[config.mk]
export PLATFORM = sky130hd
export DESIGN_NAME = bavg_ctrl
export DESIGN_NICKNAME = d
export VERILOG_FILES = /design/src/rtl/bavg_pkg.sv /design/src/rtl/bavg_ctrl.sv
export VERILOG_INCLUDE_DIRS = /design/src /design/src/rtl
export SDC_FILE = /design/constraint.sdc
export NUM_CORES = 1
export LEC_CHECK = 0
export BUFFER_PORTS_ARGS = -buffer_cell sky130_fd_sc_hd__buf_2
export CAP_MARGIN = 20
export CORE_MARGIN = 3
export CORE_UTILIZATION = 60
export CTS_CLUSTER_DIAMETER = 50
export DETAILED_ROUTE_END_ITERATION = 7
export PLACE_DENSITY = 0.84
export SETUP_SLACK_MARGIN = 0.1
export SYNTH_ARGS = -nofsm -noshare
export SYNTH_HDL_FRONTEND = slang
export SYNTH_SLANG_ARGS = --single-unit
[constraint.sdc]
create_clock -name clock -period 5.2 [get_ports clock]
set_input_delay 1.04 -clock clock [delete_from_list [all_inputs] [get_ports clock]]
set_output_delay 1.04 -clock clock [all_outputs]
set_load 0.03 [all_outputs]
[src/rtl/block_average_downscaler_unit_defines.svh]
// Assertion macros shared by the downscaler RTL.
`ifndef BLOCK_AVERAGE_DOWNSCALER_UNIT_DEFINES_SVH
`define BLOCK_AVERAGE_DOWNSCALER_UNIT_DEFINES_SVH

// Consequent must hold in the same cycle as the antecedent.
`define BAVG_ASSERT_SAME(label, ante, cons, msg) \
   label: assert property (@(posedge clock) disable iff (reset) (ante) |-> (cons)) \
      else $error(msg);

// Consequent must hold in the cycle after the antecedent.
`define BAVG_ASSERT_NEXT(label, ante, cons, msg) \
   label: assert property (@(posedge clock) disable iff (reset) (ante) |=> (cons)) \
      else $error(msg);

`endif

[src/rtl/bavg_pkg.sv]
`default_nettype none
package bavg_pkg;

   localparam int DEF_MAX_COLS   = 2048;
   localparam int DEF_MAX_FACTOR = 16;
   localparam int ROW_LIMIT      = 2048;

   localparam int PIXEL_W   = 8;
   localparam int FACTOR_W  = 5;
   localparam int DIM_W     = 12;
   localparam int ROW_W     = 11;
   localparam int CSR_IDX_W = 2;

   localparam logic [CSR_IDX_W-1:0] CSR_FACTOR = 2'd0;
   localparam logic [CSR_IDX_W-1:0] CSR_COLS   = 2'd1;
   localparam logic [CSR_IDX_W-1:0] CSR_ROWS   = 2'd2;

   localparam logic [FACTOR_W-1:0] RST_FACTOR = 5'd1;
   localparam logic [DIM_W-1:0]    RST_COLS   = 12'd640;
   localparam logic [DIM_W-1:0]    RST_ROWS   = 12'd480;

   typedef enum logic [1:0] {
      ST_IDLE,
      ST_ACCUM,
      ST_DIVIDE,
      ST_OUTPUT
   } state_type;

   typedef struct packed {
      logic capture;    // latch pixel and address, read block sum
      logic accum;      // add pixel and write block sum back
      logic first;      // first pixel of its block: sum starts fresh
      logic div_start;  // block complete: start the divider
      logic out_load;   // load the output register
      logic out_last;   // last block of the image
   } cmd_type;

   typedef struct packed {
      logic div_busy;
      logic out_free;
   } status_type;

endpackage
`default_nettype wire

[src/rtl/bavg_ctrl.sv]
`default_nettype none
`include "block_average_downscaler_unit_defines.svh"
module bavg_ctrl #(
   parameter int MAX_COLS   = bavg_pkg::DEF_MAX_COLS,
   parameter int MAX_FACTOR = bavg_pkg::DEF_MAX_FACTOR
) (
   input  wire logic                               clock,
   input  wire logic                               reset,
   input  wire logic                               req_valid,
   output logic                                    req_stall,
   input  wire logic                               csr_write,
   input  wire logic [bavg_pkg::CSR_IDX_W-1:0]     csr_index,
   input  wire logic [bavg_pkg::DIM_W-1:0]         csr_data,
   input  wire bavg_pkg::status_type               status,
   output bavg_pkg::cmd_type                       cmd,
   output logic [$clog2(MAX_COLS)-1:0]             blk_addr,
   output logic [$clog2(MAX_FACTOR+1)-1:0]         blk_factor
);
   import bavg_pkg::*;

   localparam int COL_W = $clog2(MAX_COLS);
   localparam int CNT_W = $clog2(MAX_COLS + 1);
   localparam int EF_W  = $clog2(MAX_FACTOR + 1);
   localparam int CIB_W = $clog2(MAX_FACTOR);
   localparam int XW    = ((CNT_W > DIM_W) ? CNT_W : DIM_W) + 2;

   state_type             state_ff, state_in;
   logic [FACTOR_W-1:0]   factor_ff, factor_in;
   logic [DIM_W-1:0]      cols_ff, cols_in;
   logic [DIM_W-1:0]      rows_ff, rows_in;
   logic [COL_W-1:0]      col_pos_ff, col_pos_in;
   logic [ROW_W-1:0]      row_pos_ff, row_pos_in;
   logic [CIB_W-1:0]      cib_ff, cib_in;
   logic [CIB_W-1:0]      rib_ff, rib_in;
   logic [COL_W-1:0]      bcol_ff, bcol_in;
   logic                  first_ff, last_ff, img_ff;

   logic [EF_W-1:0]       eff_f;
   logic [CNT_W-1:0]      eff_cols;
   logic [DIM_W-1:0]      eff_rows;
   logic [CNT_W-1:0]      col_next;
   logic [DIM_W-1:0]      row_next;
   logic [EF_W-1:0]       cib_next;
   logic [EF_W-1:0]       rib_next;
   logic                  accept;
   logic                  restart;
   logic                  col_fit, row_fit, in_block;
   logic                  blk_first, blk_last, img_last;

   // Effective register values with out-of-range codes folded in.
   always_comb begin
      if (factor_ff == '0) begin
         eff_f = EF_W'(1);
      end else if (32'(factor_ff) > 32'(MAX_FACTOR)) begin
         eff_f = EF_W'(MAX_FACTOR);
      end else begin
         eff_f = EF_W'(factor_ff);
      end
      if (cols_ff == '0) begin
         eff_cols = CNT_W'(1);
      end else if (32'(cols_ff) > 32'(MAX_COLS)) begin
         eff_cols = CNT_W'(MAX_COLS);
      end else begin
         eff_cols = CNT_W'(cols_ff);
      end
      if (rows_ff == '0) begin
         eff_rows = DIM_W'(1);
      end else if (32'(rows_ff) > 32'(ROW_LIMIT)) begin
         eff_rows = DIM_W'(ROW_LIMIT);
      end else begin
         eff_rows = rows_ff;
      end
   end

   assign accept  = req_valid && !req_stall;
   assign restart = csr_write &&
                    (csr_index == CSR_FACTOR || csr_index == CSR_COLS ||
                     csr_index == CSR_ROWS);

   // A pixel counts only if its whole block lies inside the image.
   assign col_fit = XW'(col_pos_ff) - XW'(cib_ff) + XW'(eff_f) <= XW'(eff_cols);
   assign row_fit = XW'(row_pos_ff) - XW'(rib_ff) + XW'(eff_f) <= XW'(eff_rows);
   assign in_block  = col_fit && row_fit;
   assign blk_first = (cib_ff == '0) && (rib_ff == '0);
   assign blk_last  = (EF_W'(cib_ff) + 1'b1 == eff_f) && (EF_W'(rib_ff) + 1'b1 == eff_f);
   assign img_last  = (XW'(col_pos_ff) + XW'(1) + XW'(eff_f) > XW'(eff_cols)) &&
                      (XW'(row_pos_ff) + XW'(1) + XW'(eff_f) > XW'(eff_rows));

   assign col_next = CNT_W'(col_pos_ff) + 1'b1;
   assign row_next = DIM_W'(row_pos_ff) + 1'b1;
   assign cib_next = EF_W'(cib_ff) + 1'b1;
   assign rib_next = EF_W'(rib_ff) + 1'b1;

   // Configuration registers and raster counters.
   always_comb begin
      factor_in  = factor_ff;
      cols_in    = cols_ff;
      rows_in    = rows_ff;
      col_pos_in = col_pos_ff;
      row_pos_in = row_pos_ff;
      cib_in     = cib_ff;
      rib_in     = rib_ff;
      bcol_in    = bcol_ff;
      if (csr_write) begin
         unique case (csr_index)
            CSR_FACTOR: factor_in = csr_data[FACTOR_W-1:0];
            CSR_COLS:   cols_in   = csr_data;
            CSR_ROWS:   rows_in   = csr_data;
            default:    factor_in = factor_ff;
         endcase
      end
      if (restart) begin
         col_pos_in = '0;
         row_pos_in = '0;
         cib_in     = '0;
         rib_in     = '0;
         bcol_in    = '0;
      end else if (accept) begin
         if (cib_next >= eff_f) begin
            cib_in  = '0;
            bcol_in = bcol_ff + 1'b1;
         end else begin
            cib_in = cib_next[CIB_W-1:0];
         end
         if (col_next >= eff_cols) begin
            col_pos_in = '0;
            cib_in     = '0;
            bcol_in    = '0;
            row_pos_in = row_next[ROW_W-1:0];
            rib_in     = (rib_next >= eff_f) ? '0 : rib_next[CIB_W-1:0];
            if (row_next >= eff_rows) begin
               row_pos_in = '0;
               rib_in     = '0;
            end
         end else begin
            col_pos_in = col_next[COL_W-1:0];
         end
      end
   end

   // Next state.
   always_comb begin
      state_in = state_ff;
      unique case (state_ff)
         ST_IDLE: begin
            if (accept && in_block) begin
               state_in = ST_ACCUM;
            end
         end
         ST_ACCUM: begin
            state_in = last_ff ? ST_DIVIDE : ST_IDLE;
         end
         ST_DIVIDE: begin
            if (!status.div_busy) begin
               state_in = ST_OUTPUT;
            end
         end
         ST_OUTPUT: begin
            if (status.out_free) begin
               state_in = ST_IDLE;
            end
         end
         default: state_in = ST_IDLE;
      endcase
   end

   // Outputs.
   always_comb begin
      cmd       = '0;
      req_stall = 1'b1;
      unique case (state_ff)
         ST_IDLE: begin
            req_stall   = 1'b0;
            cmd.capture = req_valid && in_block;
         end
         ST_ACCUM: begin
            cmd.accum     = 1'b1;
            cmd.first     = first_ff;
            cmd.div_start = last_ff;
         end
         ST_DIVIDE: begin
            cmd = '0;
         end
         ST_OUTPUT: begin
            cmd.out_load = status.out_free;
            cmd.out_last = img_ff;
         end
         default: cmd = '0;
      endcase
   end

   always_ff @(posedge clock) begin
      if (reset) begin
         state_ff   <= ST_IDLE;
         factor_ff  <= RST_FACTOR;
         cols_ff    <= RST_COLS;
         rows_ff    <= RST_ROWS;
         col_pos_ff <= '0;
         row_pos_ff <= '0;
         cib_ff     <= '0;
         rib_ff     <= '0;
         bcol_ff    <= '0;
      end else begin
         state_ff   <= state_in;
         factor_ff  <= factor_in;
         cols_ff    <= cols_in;
         rows_ff    <= rows_in;
         col_pos_ff <= col_pos_in;
         row_pos_ff <= row_pos_in;
         cib_ff     <= cib_in;
         rib_ff     <= rib_in;
         bcol_ff    <= bcol_in;
      end
   end

   // Hold the block flags of the item in flight.
   always_ff @(posedge clock) begin
      if (cmd.capture) begin
         first_ff <= blk_first;
         last_ff  <= blk_last;
         img_ff   <= img_last;
      end
   end

   assign blk_addr   = bcol_ff;
   assign blk_factor = eff_f;

   `BAVG_ASSERT_NEXT(a_skip_stays_idle, state_ff == ST_IDLE && accept && !in_block, state_ff == ST_IDLE, "item outside a block left idle")
   `BAVG_ASSERT_SAME(a_divide_entry, state_ff == ST_DIVIDE, $past(state_ff) == ST_ACCUM || $past(state_ff) == ST_DIVIDE, "divide entered out of order")
   `BAVG_ASSERT_NEXT(a_div_launch, state_ff == ST_ACCUM && last_ff, status.div_busy, "divider not busy after block end")
   `BAVG_ASSERT_SAME(a_cib_range, 1'b1, EF_W'(cib_ff) < eff_f && EF_W'(rib_ff) < eff_f, "position in block out of range")

endmodule
`default_nettype wire

==> impl_metrics.toml <==
[global_route]
grt_most_used_layer = "met2"
grt_max_degree = 34
grt_pass1_vias = 6962
grt_util_met1 = 0.403
grt_pass1_wl_mm = 34.3
use_met3 = 0.0486
use_met2 = 0.532
grt.total_usage = 0.321
antenna_found_initial = 0
grt_overflow = 0

[detailed_routing]
routed_wire_length_per_instance_um = 18.9
wl_mm = 21.4
antenna_left = 0
drc = 0
via_count = 7292
drtIter0Drc = 707
vias_per_cell = 6.45
firstDrtPassIters = 8

[synthesis]
ys_types = 67
yosysWarnings = 0
synth.net_count = 1055
synthFlopType = "dfxtp_1"
synth_edf_count = 3
synth.cell_area_um2 = 7200
synth_cells = 912
yosysTopAreaCellShare = 0.203
synth-async-reset-ratio = 0
synth-seq-area-share = 0.213
ys_ff_latch = 75
syn_avg_cell_area_um2 = 7.90
synthTopCellsByArea = "ha_1 (20%), dfxtp_1 (20%), nand2_1 (6.7%)"
yosys.area.top_type = "ha_1"

[setup_path]
crit_type = "flip-flop to output pin"
cp_max_fo = 3
worstPathArrival_ns = 4.34
cp.required_ns = 4.16
end_kind = "output pin"
cp-start-kind = "flip-flop"

[pwr]
powerDensity_nw_per_um2 = 203
power_uw = 1690
peakVddDrop_uv = 162
p_leak_uw = 0.00384

[timing]
worst_pin_slew_ns = 0.971
rsz0062_at_grt = "true"
relSlewSlack = 0.351
period_needed_ns = 5.38
fin_skew_ns = 0.00553
hold-worst-slack_ns = 0.476
setup_ws_ns = -0.178
min_period_over_period = 1.03
hold_viol_final = 0
finalSetupViolations = 1
slew_viol_final = 0
fmax_mhz = 186

[cts]
cts_root_buffer = "clkbuf_16"
htree_levels = 3
cts-buffers-inserted = 9
clkSinkCount = 75
cts_tree = "yes"
clockBufferDepth = 2
clkTransAtPathRegs_ns = 0.06
insertion_delay_ns = 0.34

[final_layout]
finalNetCount = 1126
fin_cells = 1131
final_area_um2 = 8330
nFillCells = 837
area_growth_pct = 15.7
drive_above_1_share = 0.165
diodes = 0

[die]
core-area_um2 = 11600
fp.dieH_um = 116
die_w_um = 116
dieArea_um2 = 13400
rows = 39
start_util = 0.623
ios = 43

[placement]
dp_cells = 1096
numPortBuffers = 42
place_hpwl_mm = 15.6
gp_congestion = 0.985
placed_cell_area_um2 = 7700

[outcome]
status = "finished, violations left"
violations = "negative setup slack"

[hold_path]
min_path_type = "flip-flop to flip-flop"

[flow_run]
cap_violations = 0
power breakdown:
group / switching [µW] / total [µW] / leakage [µW] / internal, µW
Sequential: 14.6 / 611 / 0.000612 / 596
Clock: 271 / 725 / 0.000169 / 454
Combinational: 221 / 358 / 0.00306 / 137
Total: 507 / 1690 / 0.00384 / 1190
path summary, 6_finish.rpt:
kind	startpoint	depth (start not counted)	endpoint	slack, ns
hold reg to reg	rows_ff[2]$_SDFFE_PP0P_	2	rows_ff[2]$_SDFFE_PP0P_	0.48
setup / recovery	col_pos_ff[0]$_SDFFE_PP0P_	21	cmd[5]	-0.18
setup reg to reg	col_pos_ff[0]$_SDFFE_PP0P_	21	first_ff$_DFFE_PP_	0.91
hold / removal	rows_ff[2]$_SDFFE_PP0P_	2	rows_ff[2]$_SDFFE_PP0P_	0.48
stage by stage:
stage	util	setup WS, ns	setup TNS [ns]
after CTS	0.715	-0.0690	-0.0690
after global routing	0.720	-0.296	-0.296
after detailed placement	0.665	-0.0801	-0.0801
after floorplan	-	0.125	0
final	0.720	-0.178	-0.178
after global placement	0.665	0.108	0
layout by cell type (no fill, tap or decap), drive strengths merged, types with 25 or more instances in the layout:
cell   netlist  routed
nand3       31      31
o21ai       38      38
xnor2       47      47
inv         47      50
xor2        28      28
dfxtp       72      72
nor2        52      52
nand2      129     129
buf         15      96
a21oi       68      68
a21o        25      25
ha         117     117
layer usage:
layer	vias to the layer above	wire [µm]
met5	-	0
li1	3422	-
met3	94	1500
met4	0	1090
met1	3393	8670
met2	383	10100
cell usage after synthesis (5+ instances only):
cell type and count:
and2_1 5, xor2_1 28, nand2b_1 8, a31oi_1 5, fa_1 6, nor3_1 22, nor2b_1 13, o21a_1 17
a211oi_1 12, nand2_1 129, dfxtp_1 72, nand4_1 22, o21bai_1 5, nor2_1 51, buf_2 8, nor4_1 10
xnor2_1 47, inv_1 47, o21ai_0 36, a22o_1 7, ha_1 117, and3_1 10, a21o_1 25, clkbuf_1 21
or3_1 9, a21oi_1 67, nand3_1 31, nand3b_1 11
area by class of cell:
cell class              instances  area [µm²]  share of cell area
flip-flops and latches         75        1540               0.185
well taps                     143         179              0.0215
clock buffers                  10         250              0.0300
clock inverters                 6        92.6              0.0111
repair buffers                 96         622              0.0747
multi-input cells             754        5470               0.657
inverters                      47         176              0.0212
sequential cells by signal (all words and copies together), names as in the netlist, named ones only:
name        flops
blk_addr       11
rib_ff          4
row_pos_ff     11
col_pos_ff     11
last_ff         1
cols_ff        12
cib_ff          4
first_ff        1
img_ff          1
factor_ff       5
state_ff        1
rows_ff        12
logic make-up (layout without fill, tap and decap cells):
group	count (synthesis)	count (layout)	synth area share
AND/OR/NAND/NOR	337	337	0.228
AO/OA/AOI/OAI	215	215	0.196
adder cells (fa/ha/maj)	123	123	0.220
buffers and inverters	83	159	0.0467
XOR/XNOR	75	75	0.0912
flip-flops	75	75	0.213
multiplexers	4	4	0.00556
critical path: stages (launching register included):
cell and delay (ns):
dfxtp_2 0.35, inv_2 0.06, ha_4 0.16, fa_2 0.39, nor2b_4 0.15, o21a_1 0.16, nor2_1 0.07, xor2_1 0.15
ha_1 0.36, o21a_1 0.18, o21ai_2 0.08, a21oi_2 0.19, a32oi_1 0.14, xnor2_1 0.17, ha_2 0.18, a21o_1 0.20
a211oi_2 0.15, o211a_1 0.18, o31a_1 0.17, o221ai_2 0.13, nor2_2 0.20, buf_6 0.16
what timing repair did:
action                     4_1_cts  5_1_grt
setup endpoints to repair        1        1
hold buffers                     0        0
buffers inserted                15        3
gates resized for setup         35        7
pin swaps                       20        8
(Power assumes the default switching activity.)
